==> src/hw/rtl/analog_stick_conditioner_top_macros.svh <==
// ---------------------------------------------------------------------------
// Assertion macros for the analog stick conditioner
// Shared concurrent checks, clocked on clk and disabled while rst_n is low.
// ---------------------------------------------------------------------------
`ifndef ANALOG_STICK_CONDITIONER_TOP_MACROS_SVH
`define ANALOG_STICK_CONDITIONER_TOP_MACROS_SVH

// Same-cycle implication: when ante holds, cons must hold on that edge
`define ASC_ASSERT_NOW(lbl, ante, cons, msg) \
    lbl: assert property (@(posedge clk) disable iff (!rst_n) (ante) |-> (cons)) \
        else $error(msg);

// Next-cycle implication: when ante holds, cons must hold on the next edge
`define ASC_ASSERT_NEXT(lbl, ante, cons, msg) \
    lbl: assert property (@(posedge clk) disable iff (!rst_n) (ante) |=> (cons)) \
        else $error(msg);

`endif

==> src/hw/rtl/asc_pkg.sv <==
// ---------------------------------------------------------------------------
// Analog stick conditioner package
// Widths, reset values and codes shared by the conditioner RTL.
// ---------------------------------------------------------------------------
package asc_pkg;

    // Default parameter values
    localparam int SAMPLE_BITS_DEF = 10;
    localparam int HOLD_MAX_DEF    = 255;

    // Fixed field widths
    localparam int DZ_W       = 10;
    localparam int THR_W      = 11;
    localparam int HOLD_BITS  = 8;
    localparam int CFG_DATA_W = 11;
    localparam int CFG_IDX_W  = 1;

    // Configuration reset values
    localparam logic [DZ_W-1:0]  DZ_RESET  = DZ_W'(10);
    localparam logic [THR_W-1:0] THR_RESET = THR_W'(10);

    // Configuration register indexes
    localparam logic [CFG_IDX_W-1:0] CFG_DEAD_ZONE   = 1'b0;
    localparam logic [CFG_IDX_W-1:0] CFG_MOVE_THRESH = 1'b1;

    // Command codes
    localparam logic CMD_SAMPLE    = 1'b0;
    localparam logic CMD_CALIBRATE = 1'b1;

    // Button pin level when pressed (active low)
    localparam logic BUTTON_DOWN = 1'b0;

endpackage

==> src/hw/rtl/analog_stick_conditioner_top.sv <==
// ---------------------------------------------------------------------------
// Analog stick conditioner, top level
// Centre calibration, dead zone and move detection, button edges and hold count.
// ---------------------------------------------------------------------------
// Usage:
//   Input channel (in_valid / in_stall) carries cmd, sample_x, sample_y and
//   button_level. A transaction completes when in_valid is high and in_stall
//   is low. Output channel (out_valid / out_stall) carries one result per
//   input transaction, in order.
//   Configuration: cfg_we writes cfg_data into the register chosen by
//   cfg_index (0 = centre dead zone, 1 = move threshold); write only when idle.
//   Data path: an accepted item lands in the input register, then its result
//   is computed in one pass and held in the result register, which drives
//   out_valid.
//   Throughput: one item per cycle while out_stall is low, set by the single
//   compute pass between the input register and the result register.
//   Stall: while out_stall holds a pending result the input register still
//   takes one more item, after which in_stall rises; nothing is dropped.
//   Reset: both registers empty, centre at half scale, positions, deltas and
//   hold count zero, dead zone and threshold at 10.
// ---------------------------------------------------------------------------
`include "analog_stick_conditioner_top_macros.svh"

module analog_stick_conditioner_top
    import asc_pkg::*;
#(
    parameter int SAMPLE_BITS = SAMPLE_BITS_DEF,
    parameter int HOLD_MAX    = HOLD_MAX_DEF
)
(
    input  logic                          clk,
    input  logic                          rst_n,
    // configuration write port
    input  logic                          cfg_we,
    input  logic [CFG_IDX_W-1:0]          cfg_index,
    input  logic [CFG_DATA_W-1:0]         cfg_data,
    // input channel
    input  logic                          in_valid,
    output logic                          in_stall,
    input  logic                          cmd,
    input  logic [SAMPLE_BITS-1:0]        sample_x,
    input  logic [SAMPLE_BITS-1:0]        sample_y,
    input  logic                          button_level,
    // output channel
    output logic                          out_valid,
    input  logic                          out_stall,
    output logic signed [SAMPLE_BITS:0]   pos_x,
    output logic signed [SAMPLE_BITS:0]   pos_y,
    output logic signed [SAMPLE_BITS+1:0] delta_x,
    output logic signed [SAMPLE_BITS+1:0] delta_y,
    output logic                          at_center,
    output logic                          moved,
    output logic                          pressed_edge,
    output logic                          released_edge,
    output logic [HOLD_BITS-1:0]          hold_count
);

    localparam int POS_W      = SAMPLE_BITS + 1;
    localparam int DELTA_W    = SAMPLE_BITS + 2;
    localparam int HOLD_W     = $clog2(HOLD_MAX + 1);
    localparam int HOLD_EXT_W = (HOLD_W > HOLD_BITS) ? HOLD_W : HOLD_BITS;
    localparam int DZC_W      = (POS_W > DZ_W) ? POS_W : DZ_W;
    localparam int THC_W      = (DELTA_W > THR_W) ? DELTA_W : THR_W;
    localparam logic [SAMPLE_BITS-1:0] CENTRE_RESET = SAMPLE_BITS'(1) << (SAMPLE_BITS - 1);
    localparam logic [HOLD_W-1:0]      HOLD_LIMIT   = HOLD_W'(HOLD_MAX);

    // configuration registers
    logic [DZ_W-1:0]  dead_zone_reg;
    logic [THR_W-1:0] move_thresh_reg;

    // input register
    logic                   in_valid_reg;
    logic                   in_cmd_reg;
    logic [SAMPLE_BITS-1:0] in_sx_reg;
    logic [SAMPLE_BITS-1:0] in_sy_reg;
    logic                   in_button_reg;

    // conditioner state
    logic [SAMPLE_BITS-1:0]    center_x_reg, center_x_next;
    logic [SAMPLE_BITS-1:0]    center_y_reg, center_y_next;
    logic signed [POS_W-1:0]   last_pos_x_reg, last_pos_x_next;
    logic signed [POS_W-1:0]   last_pos_y_reg, last_pos_y_next;
    logic signed [DELTA_W-1:0] last_delta_x_reg, last_delta_x_next;
    logic signed [DELTA_W-1:0] last_delta_y_reg, last_delta_y_next;
    logic [HOLD_W-1:0]         hold_counter_reg, hold_counter_next;

    // result register
    logic                      out_valid_reg;
    logic signed [POS_W-1:0]   out_pos_x_reg;
    logic signed [POS_W-1:0]   out_pos_y_reg;
    logic signed [DELTA_W-1:0] out_delta_x_reg;
    logic signed [DELTA_W-1:0] out_delta_y_reg;
    logic                      out_center_reg;
    logic                      out_moved_reg;
    logic                      out_pressed_reg;
    logic                      out_released_reg;
    logic [HOLD_BITS-1:0]      out_hold_reg;

    // datapath signals
    logic                      out_free;
    logic                      advance;
    logic                      in_take;
    logic                      btn_down;
    logic                      pressed_next;
    logic                      released_next;
    logic                      centered_next;
    logic                      moved_next;
    logic signed [POS_W-1:0]   px_new;
    logic signed [POS_W-1:0]   py_new;
    logic [POS_W-1:0]          pos_mag_x;
    logic [POS_W-1:0]          pos_mag_y;
    logic [DELTA_W-1:0]        dlt_mag_x;
    logic [DELTA_W-1:0]        dlt_mag_y;
    logic [HOLD_EXT_W-1:0]     hold_ext;

    // handshake: result register frees when empty or being taken
    assign out_free = !out_valid_reg || !out_stall;
    assign advance  = in_valid_reg && out_free;
    assign in_stall = in_valid_reg && !out_free;
    assign in_take  = in_valid && !in_stall;

    // configuration writes
    always_ff @(posedge clk or negedge rst_n)
    begin
        if (!rst_n)
        begin
            dead_zone_reg   <= DZ_RESET;
            move_thresh_reg <= THR_RESET;
        end
        else if (cfg_we)
        begin
            unique case (cfg_index)
                CFG_DEAD_ZONE:   dead_zone_reg   <= cfg_data[DZ_W-1:0];
                CFG_MOVE_THRESH: move_thresh_reg <= cfg_data[THR_W-1:0];
                default:         ;
            endcase
        end
    end

    // input register
    always_ff @(posedge clk or negedge rst_n)
    begin
        if (!rst_n)
        begin
            in_valid_reg <= 1'b0;
        end
        else if (!in_valid_reg || advance)
        begin
            in_valid_reg <= in_valid;
        end
    end

    always_ff @(posedge clk)
    begin
        if (in_take)
        begin
            in_cmd_reg    <= cmd;
            in_sx_reg     <= sample_x;
            in_sy_reg     <= sample_y;
            in_button_reg <= button_level;
        end
    end

    // single-pass update of centre, position, delta and hold counter
    always_comb
    begin
        center_x_next     = center_x_reg;
        center_y_next     = center_y_reg;
        last_pos_x_next   = last_pos_x_reg;
        last_pos_y_next   = last_pos_y_reg;
        last_delta_x_next = last_delta_x_reg;
        last_delta_y_next = last_delta_y_reg;
        hold_counter_next = hold_counter_reg;
        pressed_next      = 1'b0;
        released_next     = 1'b0;
        btn_down          = (in_button_reg == BUTTON_DOWN);
        px_new = $signed({1'b0, in_sx_reg}) - $signed({1'b0, center_x_reg});
        py_new = $signed({1'b0, in_sy_reg}) - $signed({1'b0, center_y_reg});

        unique case (in_cmd_reg)
            CMD_CALIBRATE:
            begin
                center_x_next   = in_sx_reg;
                center_y_next   = in_sy_reg;
                last_pos_x_next = '0;
                last_pos_y_next = '0;
            end
            default:
            begin
                last_delta_x_next = DELTA_W'(px_new) - DELTA_W'(last_pos_x_reg);
                last_delta_y_next = DELTA_W'(py_new) - DELTA_W'(last_pos_y_reg);
                last_pos_x_next   = px_new;
                last_pos_y_next   = py_new;
                if (btn_down)
                begin
                    pressed_next = (hold_counter_reg == '0);
                    if (hold_counter_reg < HOLD_LIMIT)
                    begin
                        hold_counter_next = hold_counter_reg + HOLD_W'(1);
                    end
                end
                else
                begin
                    released_next     = (hold_counter_reg != '0);
                    hold_counter_next = '0;
                end
            end
        endcase

        // magnitudes; values never reach the most negative code
        pos_mag_x = last_pos_x_next[POS_W-1] ? POS_W'(-last_pos_x_next) : last_pos_x_next;
        pos_mag_y = last_pos_y_next[POS_W-1] ? POS_W'(-last_pos_y_next) : last_pos_y_next;
        dlt_mag_x = last_delta_x_next[DELTA_W-1] ? DELTA_W'(-last_delta_x_next)
                                                 : last_delta_x_next;
        dlt_mag_y = last_delta_y_next[DELTA_W-1] ? DELTA_W'(-last_delta_y_next)
                                                 : last_delta_y_next;

        centered_next = (DZC_W'(pos_mag_x) <= DZC_W'(dead_zone_reg)) &&
                        (DZC_W'(pos_mag_y) <= DZC_W'(dead_zone_reg));
        moved_next    = (THC_W'(dlt_mag_x) >= THC_W'(move_thresh_reg)) ||
                        (THC_W'(dlt_mag_y) >= THC_W'(move_thresh_reg));
        hold_ext      = HOLD_EXT_W'(hold_counter_next);
    end

    // state registers
    always_ff @(posedge clk or negedge rst_n)
    begin
        if (!rst_n)
        begin
            center_x_reg     <= CENTRE_RESET;
            center_y_reg     <= CENTRE_RESET;
            last_pos_x_reg   <= '0;
            last_pos_y_reg   <= '0;
            last_delta_x_reg <= '0;
            last_delta_y_reg <= '0;
            hold_counter_reg <= '0;
        end
        else if (advance)
        begin
            center_x_reg     <= center_x_next;
            center_y_reg     <= center_y_next;
            last_pos_x_reg   <= last_pos_x_next;
            last_pos_y_reg   <= last_pos_y_next;
            last_delta_x_reg <= last_delta_x_next;
            last_delta_y_reg <= last_delta_y_next;
            hold_counter_reg <= hold_counter_next;
        end
    end

    // result register
    always_ff @(posedge clk or negedge rst_n)
    begin
        if (!rst_n)
        begin
            out_valid_reg <= 1'b0;
        end
        else if (out_free)
        begin
            out_valid_reg <= in_valid_reg;
        end
    end

    always_ff @(posedge clk)
    begin
        if (advance)
        begin
            out_pos_x_reg    <= last_pos_x_next;
            out_pos_y_reg    <= last_pos_y_next;
            out_delta_x_reg  <= last_delta_x_next;
            out_delta_y_reg  <= last_delta_y_next;
            out_center_reg   <= centered_next;
            out_moved_reg    <= moved_next;
            out_pressed_reg  <= pressed_next;
            out_released_reg <= released_next;
            out_hold_reg     <= hold_ext[HOLD_BITS-1:0];
        end
    end

    // output ports
    assign out_valid     = out_valid_reg;
    assign pos_x         = out_pos_x_reg;
    assign pos_y         = out_pos_y_reg;
    assign delta_x       = out_delta_x_reg;
    assign delta_y       = out_delta_y_reg;
    assign at_center     = out_center_reg;
    assign moved         = out_moved_reg;
    assign pressed_edge  = out_pressed_reg;
    assign released_edge = out_released_reg;
    assign hold_count    = out_hold_reg;

    // checks
    `ASC_ASSERT_NOW(a_stall_only_when_full, in_stall,
                    in_valid_reg && out_valid_reg && out_stall,
                    "input stalled while the result register could drain")
    `ASC_ASSERT_NOW(a_edges_exclusive, out_valid_reg,
                    !(out_pressed_reg && out_released_reg),
                    "press and release edge flagged in one result")
    `ASC_ASSERT_NEXT(a_calibrate_centres, advance && (in_cmd_reg == CMD_CALIBRATE),
                     (out_pos_x_reg == '0) && (out_pos_y_reg == '0) && out_center_reg
                     && !out_pressed_reg && !out_released_reg,
                     "calibrate transaction did not give a centred result")
    `ASC_ASSERT_NEXT(a_press_starts_count, advance && pressed_next,
                     out_hold_reg == HOLD_BITS'(1),
                     "press edge without hold count of one")
    `ASC_ASSERT_NEXT(a_release_clears_count, advance && released_next,
                     out_hold_reg == '0,
                     "release edge without cleared hold count")
    `ASC_ASSERT_NOW(a_hold_within_limit, 1'b1, hold_counter_reg <= HOLD_LIMIT,
                    "hold counter beyond its limit")

endmodule

==> config.mk <==
export PLATFORM = sky130hd
export DESIGN_NAME = analog_stick_conditioner_top
export DESIGN_NICKNAME = d
export VERILOG_FILES = /design/src/hw/rtl/asc_pkg.sv /design/src/hw/rtl/analog_stick_conditioner_top.sv
export VERILOG_INCLUDE_DIRS = /design/src /design/src/hw/rtl
export SDC_FILE = /design/constraint.sdc
export NUM_CORES = 1
export LEC_CHECK = 0
export BUFFER_PORTS_ARGS = -buffer_cell sky130_fd_sc_hd__buf_2
export CORE_MARGIN = 2
export CORE_UTILIZATION = 46
export CTS_CLUSTER_DIAMETER = 100
export CTS_CLUSTER_SIZE = 40
export DETAILED_ROUTE_END_ITERATION = 10
export GPL_TIMING_DRIVEN = 0
export PLACE_DENSITY = 0.7
export REMOVE_ABC_BUFFERS = 1
export SETUP_SLACK_MARGIN = 0.2
export SLEW_MARGIN = 25
export SYNTH_ARGS = -nofsm -noshare
export SYNTH_HDL_FRONTEND = slang
export SYNTH_SLANG_ARGS = --single-unit
==> constraint.sdc <==
create_clock -name clk -period 11.69 [get_ports clk]
set_clock_uncertainty 0.15 [all_clocks]
set_input_delay 3.507 -clock clk [delete_from_list [all_inputs] [get_ports clk]]
set_output_delay 3.507 -clock clk [all_outputs]
set_load 0.02 [all_outputs]
# Word level (Yosys, flattened, before mapping)
# Cells that the tools add are included.
# classes
n_lt_le_gt_ge	5
bitwise	2
muxes	11
reduce_logical	19
add_sub_neg	9
# op_table
cell	count
$mux 12	4
$mux 11	4
$ge 12x11->1	2
$mux 8	3
$neg 12->12	2
$sub 11x11->12	2
$le 11x10->1	2
$neg 11->11	2
$sub 10x10->11	2
$add 8x1->8 const B	1
$logic_not 8->1	1
$lt 8x8->1 const B	1
$reduce_bool 8->1	1
$reduce_and 2->1	3
$logic_not 1->1	5
$logic_and 1x1->1	4
$reduce_or 2->1	2
$logic_or 1x1->1	3
$not 1->1	2
# word_totals
out_inout_bits	60
register_bits	177
input_bits	39
wordCells	70

# Logic depth before layout (Yosys ltp)
# Gate-level depths: netlist of run 1.
# logic_depth
ltp_word	7
depth_mapped	29
depth_no_buf	28

# Worst setup path after synthesis of run 1
# No wires, ideal clock.
# synth_path
path_kind	input -> output
startpoint	input port out_stall
endpoint	output port in_stall
cell_stages	2
required_time_ns	8.033
t_arrival_ns	3.751
slack_ns	4.282
path_buffers	0
cell_sequence	nand3_1 > inv_1
# synth_between
elab_chain_len	4
# synth_lines
element	line	source
start, declared	analog_stick_conditioner_top.sv:46	input logic out_stall,
$logic_not 1->1	analog_stick_conditioner_top.sv:117	assign out_free = !out_valid_reg || !out_stall;
$logic_or 1x1->1	analog_stick_conditioner_top.sv:117	
$logic_not 1->1	analog_stick_conditioner_top.sv:119	assign in_stall = in_valid_reg && !out_free;
$logic_and 1x1->1	analog_stick_conditioner_top.sv:119	
end, declared	analog_stick_conditioner_top.sv:39	output logic in_stall,
# No other way between the ends.

# Worst setup path after layout of run 1
# Same ends and word-level chain as after synthesis.

==> results.yml, run 1 <==
logic_synthesis:
  synth-adder-area-share_pct: 11.2
  synth_simple_gate_area_share_pct: 13.2
  synth_area_um2: 10700
  ys_async_sr_fraction_pct: 54.8
  ys_seq_area_share_pct: 45.1
  synth_xor_area_share_pct: 3.84
  synth_top_family_by_area: "compound AO/OA/AOI/OAI gates"
  synth_seq_cells: 177
  syn_inst: 1077
  yosysUniqueCellTypes: 73
  synth.mux.area_fraction_pct: 5.14
  ys.flop_type: "dfrtp_1"
  synth_edf_count: 80
  syn_avg_cell_area_um2: 9.96
  yosys_warnings: 0
  synth_compound_area_share_pct: 16.0
worst_setup_path:
  crit_path_frequent_cell: "buf_2"
  critical_path_depth: 4
  startpoint: "out_stall"
  crit_slowest_cell: "buf_2"
  crit_fanout: 3
  r2r_slack_ns: 5.40
  crit_end: "in_stall"
  r2r_start: "in_sy_reg[0]$_DFFE_PP_"
  critPathLaunchType: "input pin"
  required_ns: 8.03
  criticalPathCategory: "in2out"
  crit_buf_inv: 3
  cpPeakStageDelay_ns: 0.15
  cp-end-kind: "primary output"
  critical_path_arrival_ns: 3.92
  path_cells: "buf_2, nand3_1, inv_1, buf_2"
  rr_worst_depth: 26
  reg2reg_to: "moved$_DFFE_PP_"
  crit_family: "buffers and inverters"
drt:
  postRouteAntennaNets: 0
  dr.pass1.iters: 5
  route.met2.wl_um: 10300
  route.detailed.wl_per_inst_um: 15.5
  topRoutingLayerUsed: "met4"
  viasPerCell: 5.33
  num_vias: 7963
  drt_iter0_markers: 584
  dr_wl_met3_um: 936
  met1_length_um: 11500
  drc: 0
  drt_wl_total_um: 23200
worst_hold_path:
  hp-start: "last_pos_y_reg[6]$_DFFE_PN0P_"
  whs_path_depth: 2
  min_path_type: "reg2reg"
clocking:
  cts_root_buffer: "clkbuf_16"
  worstSkewPairLatency_ns: 0.44
  cts_inserted_buffers: 17
  cts_tree: "yes"
  clock_path_buffers: 2
  htree_num_levels: 4
  cts_hold_buffers: 0
  cts.clk_slew.worst_paths_ns: 0.07
  postCtsSetupBuffers: 0
  cts_resized: 0
  clock-sinks: 177
finish:
  final_cell_mix: "inv_1, nand2_1, buf_2"
  final_cells: 1494
  final_nets: 1301
  ff_latch_area_um2: 4840
  final_common_cell: "inv_1"
  multi_input_area_um2: 5310
  nFillCells: 2026
  post-route-util_pct: 53.7
  syn2layout_area_growth_pct: 13.9
  drive_above_1_share_pct: 17.4
  antenna_cells: 0
floorplan:
  coreArea_um2: 22800
  die-area_um2: 24600
  initial_core_util_pct: 47.1
  rows: 55
  fp.dieW_um: 157
  io_pins: 99
  die_h_um: 157
sta:
  fmax_mhz: 132
  slew_viol_final: 0
  rsz0062_at_grt: "false"
  hold_viol_final: 0
  whs_ns: 0.328
  setup_violations: 0
  min_period_ns: 7.58
  layout_setup_ws_ns: 4.11
  worst_pin_slew_ns: 0.940
  slew_headroom_pct: 37.2
  period_share_pct: 64.8
  setup-tns-final_ns: 0
run:
  drv_cap: 0
grt:
  antenna_found_initial: 0
  grt_pass1_vias: 7828
  overflow: 0
  grt_start_max_net_pins: 77
  grt_pass1_wl_um: 38600
  track_usage_pct: 19.9
place:
  dp_slack_ns: 4.12
  gp_congestion: 0.844
  place_hpwl_um: 16700
  io_buffers: 98
  dp.cells: 1462
power_and_ir_drop:
  p_leak_nw: 5.50
  ir_drop_v: 0.000102
  power_density_nw_per_um2: 272
outcome:
  outcome: "complete, no violations"
## metrics by stage
step	area [um^2]	total power, mW
2_1_floorplan	10600	2.30
3_3_place_gp	11500	2.68
3_5_place_dp	11600	2.74
4_1_cts	12200	3.33
5_1_grt	12200	3.62
6_report	12200	3.32
## how the worst min path moves through the flow
stage,end
2_1_floorplan,last_delta_x_reg[7]$_DFFE_PN0P_
3_3_place_gp,last_delta_x_reg[6]$_DFFE_PN0P_
3_5_place_dp,last_delta_y_reg[4]$_DFFE_PN0P_
4_1_cts,last_delta_y_reg[4]$_DFFE_PN0P_
5_1_grt,last_pos_y_reg[6]$_DFFE_PN0P_
6_report,last_pos_y_reg[6]$_DFFE_PN0P_
## worst min-delay path: stages, from the launching register on
cell and delay (ns):
dfrtp_1 0.34, nand2_1 0.05, o31ai_1 0.05
## metal layers
layer	vias to the layer above	GRT usage (%)
met5	-	0
met4	0	6.07
met3	26	3.77
met2	163	31.1
met1	3760	28.0
li1	4014	-
## cell usage after synthesis (4+ instances only)
master	count	area [um^2]
o21bai_1	7	52.6
and2_1	7	43.8
a21o_1	16	120
buf_2	4	20.0
inv_1	117	439
fa_1	4	80.1
o21a_1	15	113
a211o_1	4	35.0
ha_1	90	1130
edfxtp_1	80	2400
nor4b_1	5	43.8
nor2_1	75	282
and3_1	8	50.1
o31a_1	4	35.0
a21oi_1	38	190
dfstp_2	6	158
or3_1	6	37.5
mux2i_1	9	90.1
nand2_1	101	379
nor2b_1	13	81.3
o21ai_0	87	435
or2_2	5	31.3
o31ai_1	14	105
a211oi_1	18	135
nand3_1	12	60.1
clkbuf_1	20	75.1
o22ai_1	4	25.0
or4_1	4	30.0
buf_1	9	33.8
xnor2_1	35	307
nand4_1	4	25.0
nor3_1	22	110
a31oi_1	15	93.8
nand2b_1	14	87.6
mux2_2	41	462
nor3b_1	7	52.6
xor2_1	12	105
dfrtp_1	91	2280
## layout make-up
type / count / share of cell area (%)
Multi-Input combinational cell: 746 / 43.4
Clock inverter: 14 / 1.19
Inverter: 120 / 3.75
Timing Repair Buffer: 106 / 5.35
Tap cell: 313 / 3.20
Sequential cell: 177 / 39.6
Clock buffer: 18 / 3.51
## logic make-up (layout without fill, tap and decap cells)
logic type,count (synthesis),count (layout)
AOI/OAI and AO/OA,260,260
xor gates and xnor gates,47,47
adders and majority gates,94,94
buffers and inverters,154,258
DFF,177,177
muxes,50,50
and+or+nand+nor,295,295
## report_power, final
part,internal [mW],switching (mW)
Combinational,0.749,1.09
Clock,0.302,0.272
Sequential,0.841,0.0649
Note: power is estimated with default switching activity, not from simulation.
==> run 2, diff against run 1 <==
- PLACE_DENSITY: 0.7 -> 0.73
- clock period: 11.69 -> 6.7 ns (I/O delays scaled with it)
==> run 2 against run 1 <==
  * Largest power group unchanged
  * Highest routed layer unchanged
  * Core utilization is 0.25 points higher
  * Sequential power is 75% higher
  * Non-clock buffer count is 2 higher
  * Critical path type is now reg2reg
==> results.yml, run 2 (synthesized netlist as in run 1, its figures left out) <==
sta:
  period_share_pct: 91.3
  setup_violations: 0
  fmax_mhz: 164
  rsz0062_at_grt: "false"
  slew_viol_final: 0
  min_period_ns: 6.11
  whs_ns: 0.325
  slew_headroom_pct: 35.4
  hold_viol_final: 0
  worst_pin_slew_ns: 0.966
  setup-tns-final_ns: 0
clocking:
  cts_root_buffer: "clkbuf_16"
  cts_inserted_buffers: 17
  htree_num_levels: 4
  clock_path_buffers: 2
  cts_tree: "yes"
  cts.clk_slew.worst_paths_ns: 0.07
  clock-sinks: 177
  worstSkewPairLatency_ns: 0.44
floorplan:
  coreArea_um2: 22800
  fp.dieW_um: 157
  die_h_um: 157
  rows: 55
  die-area_um2: 24600
  initial_core_util_pct: 47.1
  io_pins: 99
drt:
  drc: 0
  drt_wl_total_um: 23400
  route.detailed.wl_per_inst_um: 15.6
  viasPerCell: 5.41
  num_vias: 8096
  drt_iter0_markers: 519
  postRouteAntennaNets: 0
  dr.pass1.iters: 5
finish:
  post-route-util_pct: 53.9
  antenna_cells: 0
  final_cell_mix: "inv_1, nand2_1, buf_2"
  final_common_cell: "inv_1"
  final_nets: 1303
  ff_latch_area_um2: 4840
  nFillCells: 2030
  multi_input_area_um2: 5380
  syn2layout_area_growth_pct: 14.5
  drive_above_1_share_pct: 18.2
grt:
  grt_pass1_vias: 7757
  track_usage_pct: 19.5
  grt_pass1_wl_um: 38200
  overflow: 0
  antenna_found_initial: 0
  grt_start_max_net_pins: 67
worst_setup_path:
  cp-end-kind: "register"
  required_ns: 6.72
  critical_path_arrival_ns: 6.13
  criticalPathCategory: "reg2reg"
  crit_fanout: 7
  critPathLaunchType: "register"
power_and_ir_drop:
  p_total_mw: 5.80
  p_leak_nw: 5.50
  ir_drop_v: 0.000176
  power_density_nw_per_um2: 472
place:
  place_hpwl_um: 17000
  gp_congestion: 0.842
  io_buffers: 98
run:
  drv_cap: 0
outcome:
  outcome: "complete, no violations"
worst_hold_path:
  min_path_type: "reg2reg"
-- run 2: per-layer routing --
metal | GRT usage (%) | up-vias | wire [um]
met5 | 0 | - | 0
met4 | 7.21 | 0 | 472
met3 | 2.77 | 36 | 958
met2 | 30.4 | 191 | 10500
met1 | 27.7 | 3860 | 11400
li1 | - | 4009 | -
-- run 2: cell type report --
type | instances | share of cell area [%]
clock inverters | 12 | 0.927
inverters | 120 | 3.73
multi-input cells | 746 | 43.8
clock buffers | 20 | 3.56
well taps | 313 | 3.19
repair buffers | 108 | 5.39
flip-flops and latches | 177 | 39.4
-- run 2: per-stage QoR --
| stage | setup WS [ns] | area (um^2) | cells |
|---|---|---|---|
| after global placement | -1.05 | 11500 | 1454 |
| after floorplan | 0.857 | 10600 | 1043 |
| after detailed placement | 0.475 | 11600 | 1461 |
| after global routing | 0.182 | 12300 | 1496 |
| final | 0.585 | 12300 | 1496 |
| after CTS | 0.441 | 12200 | 1493 |
-- run 2: repair_timing --
action                                  in CTS  in global routing
resized for setup                            0                 11
hold buffers                                 0                  0
endpoints found under the setup margin       0                  1
setup buffers                                0                  3
-- run 2: critical path, cell delays in order, from the launching register on --
cell	delay, ns
edfxtp_1	0.37
inv_1	0.08
ha_1	0.18
inv_1	0.06
fa_1	0.42
a21o_1	0.17
a21oi_1	0.23
xor2_2	0.27
inv_1	0.12
ha_1	0.39
a21o_1	0.21
a21o_1	0.17
or3_1	0.33
a31oi_2	0.28
inv_1	0.13
nor4_4	0.31
and3_1	0.22
a21oi_1	0.08
xnor2_1	0.16
ha_1	0.22
or4_1	0.53
nor3_1	0.16
o21ai_0	0.12
a22o_1	0.19
a31oi_1	0.18
o211ai_2	0.11
-- run 2: worst paths after layout --
check | start | to | slack, ns | cells past startpoint
max in group asynchronous | rst_n | dead_zone_reg[3]$_DFFE_PN1P_ | 4.40 | 2
min in group asynchronous | rst_n | center_x_reg[2]$_DFFE_PN0P_ | 1.31 | 1
min | last_pos_x_reg[4]$_DFFE_PN0P_ | last_pos_x_reg[4]$_DFFE_PN0P_ | 0.32 | 2
max reg2reg | in_sx_reg[0]$_DFFE_PP_ | moved$_DFFE_PP_ | 0.59 | 25
max | in_sx_reg[0]$_DFFE_PP_ | moved$_DFFE_PP_ | 0.59 | 25
min reg2reg | last_pos_x_reg[4]$_DFFE_PN0P_ | last_pos_x_reg[4]$_DFFE_PN0P_ | 0.32 | 2
-- run 2: power breakdown --
part,internal [mW],total [mW],switching [mW]
combinational,1.34,3.26,1.93
sequential,1.47,1.59,0.119
clock,0.513,0.950,0.437
==> run 3, diff against run 2 <==
- CTS_BUF_LIST: unset -> sky130_fd_sc_hd__clkbuf_2
==> run 3 against run 2 <==
  * Design area shrank 2.7%
  * Power is 7.5% lower
  * Flip-flop and latch count did not move
  * Critical path depth unchanged
==> results.yml, run 3 (synthesized netlist as in run 1, its figures left out) <==
clocking:
  cts.clk_slew.worst_paths_ns: 0.25
  clock_path_buffers: 2
  cts_tree: "yes"
  htree_num_levels: 4
  clock-sinks: 177
  cts_hold_buffers: 0
  worstSkewPairLatency_ns: 0.78
  cts_inserted_buffers: 17
  cts_root_buffer: "clkbuf_2"
finish:
  final_cell_mix: "inv_1, nand2_1, buf_2"
  final_common_cell: "inv_1"
  syn2layout_area_growth_pct: 11.4
  drive_above_1_share_pct: 18.5
  final_cells: 1498
  final_nets: 1304
worst_setup_path:
  critical_path_arrival_ns: 6.49
  rr_worst_depth: 25
  crit_fanout: 7
  reg2reg_to: "moved$_DFFE_PP_"
  crit_slowest_cell: "or4_1"
  critical_path_depth: 25
  cp-end-kind: "register"
  crit_end: "moved$_DFFE_PP_"
  r2r_slack_ns: 0.59
  required_ns: 7.08
  crit_family: "compound AO/OA/AOI/OAI gates"
  criticalPathCategory: "reg2reg"
  r2r_start: "in_sx_reg[0]$_DFFE_PP_"
  startpoint: "in_sx_reg[0]$_DFFE_PP_"
  cpPeakStageDelay_ns: 0.53
  crit_buf_inv: 4
  critPathLaunchType: "register"
  crit_path_frequent_cell: "inv_1"
grt:
  antenna_found_initial: 1
  track_usage_pct: 19.2
  overflow: 0
  grt_pass1_vias: 7673
  grt_start_max_net_pins: 67
  grt_pass1_wl_um: 37700
place:
  dp_slack_ns: 0.475
  place_hpwl_um: 17000
  gp_congestion: 0.842
  dp.cells: 1461
  io_buffers: 98
sta:
  worst_pin_slew_ns: 0.969
  hold_viol_final: 0
  fmax_mhz: 164
  layout_setup_ws_ns: 0.590
  slew_headroom_pct: 35.3
  setup_violations: 0
  rsz0062_at_grt: "false"
  min_period_ns: 6.11
  setup-tns-final_ns: 0
  period_share_pct: 91.2
  slew_viol_final: 0
power_and_ir_drop:
  ir_drop_v: 0.000159
  power_density_nw_per_um2: 449
  p_leak_nw: 5.38
worst_hold_path:
  min_path_type: "reg2reg"
  hp-start: "last_delta_x_reg[6]$_DFFE_PN0P_"
floorplan:
  rows: 55
  fp.dieW_um: 157
  coreArea_um2: 22800
  die-area_um2: 24600
  die_h_um: 157
  initial_core_util_pct: 47.1
  io_pins: 99
drt:
  viasPerCell: 5.35
  drt_wl_total_um: 23000
  route.detailed.wl_per_inst_um: 15.4
  drc: 0
  postRouteAntennaNets: 0
  drt_iter0_markers: 422
  num_vias: 8020
  dr.pass1.iters: 5
outcome:
  outcome: "complete, no violations"
run:
  drv_cap: 0
## run 3: cell types whose count changed in the layout (fill, tap and decap cells not counted)
cell	before	now
clkbuf_1	3	0
clkbuf_16	17	0
diode_2	0	1
buf_4	3	4
clkbuf_2	0	20
## run 3: worst min path at each step
stage / to / slack (ns) / depth (start not counted)
after global placement: last_delta_x_reg[7]$_DFFE_PN0P_ / 0.31 / 2
after detailed placement: last_delta_y_reg[0]$_DFFE_PN0P_ / 0.31 / 2
after floorplan: last_delta_x_reg[7]$_DFFE_PN0P_ / 0.29 / 2
after CTS: last_delta_y_reg[0]$_DFFE_PN0P_ / 0.36 / 2
final: last_delta_x_reg[6]$_DFFE_PN0P_ / 0.36 / 2
after global routing: last_delta_x_reg[2]$_DFFE_PN0P_ / 0.39 / 2
## run 3: report_power, final
group,switching (mW),internal [mW]
Clock,0.388,0.140
Sequential,0.118,1.46
Combinational,1.92,1.34
Total,2.42,2.94
## run 3: per-layer routing
| metal | part of all wire (%) | GRT usage, % |
|---|---|---|
| met1 | 49 | 27.4 |
| met2 | 45 | 30.0 |
| met3 | 4.3 | 2.91 |
| met4 | 1.6 | 6.55 |
| met5 | 0 | 0 |
## run 3: layout make-up
class / count / area, um^2
antenna: 1 / 2.50
clock buffer: 20 / 100
clock inverter: 12 / 114
fill: 2093 / 10800
inverter: 120 / 458
multi-input combinational: 746 / 5380
sequential: 177 / 4840
tap: 313 / 392
timing repair buffer: 109 / 669
## run 3: through the flow
step	hold slack [ns]	total power, mW	instance area (um^2)	util, %
after floorplan	0.292	4.01	10600	-
after global placement	0.308	4.66	11500	50.4
after detailed placement	0.315	4.77	11600	51.1
after CTS	0.364	5.31	11900	52.0
after global routing	0.385	5.85	12000	52.5
final	0.360	5.36	12000	52.5
## run 3: worst min-delay path, stage by stage, from the launching register on
cell,delay [ns]
dfrtp_1,0.39
nand2_1,0.04
o21ai_0,0.06
## run 3: what timing repair did
item	4_1_cts	5_1_grt
setup endpoints to repair	0	1
gates resized for setup	0	11
setup buffers	0	4
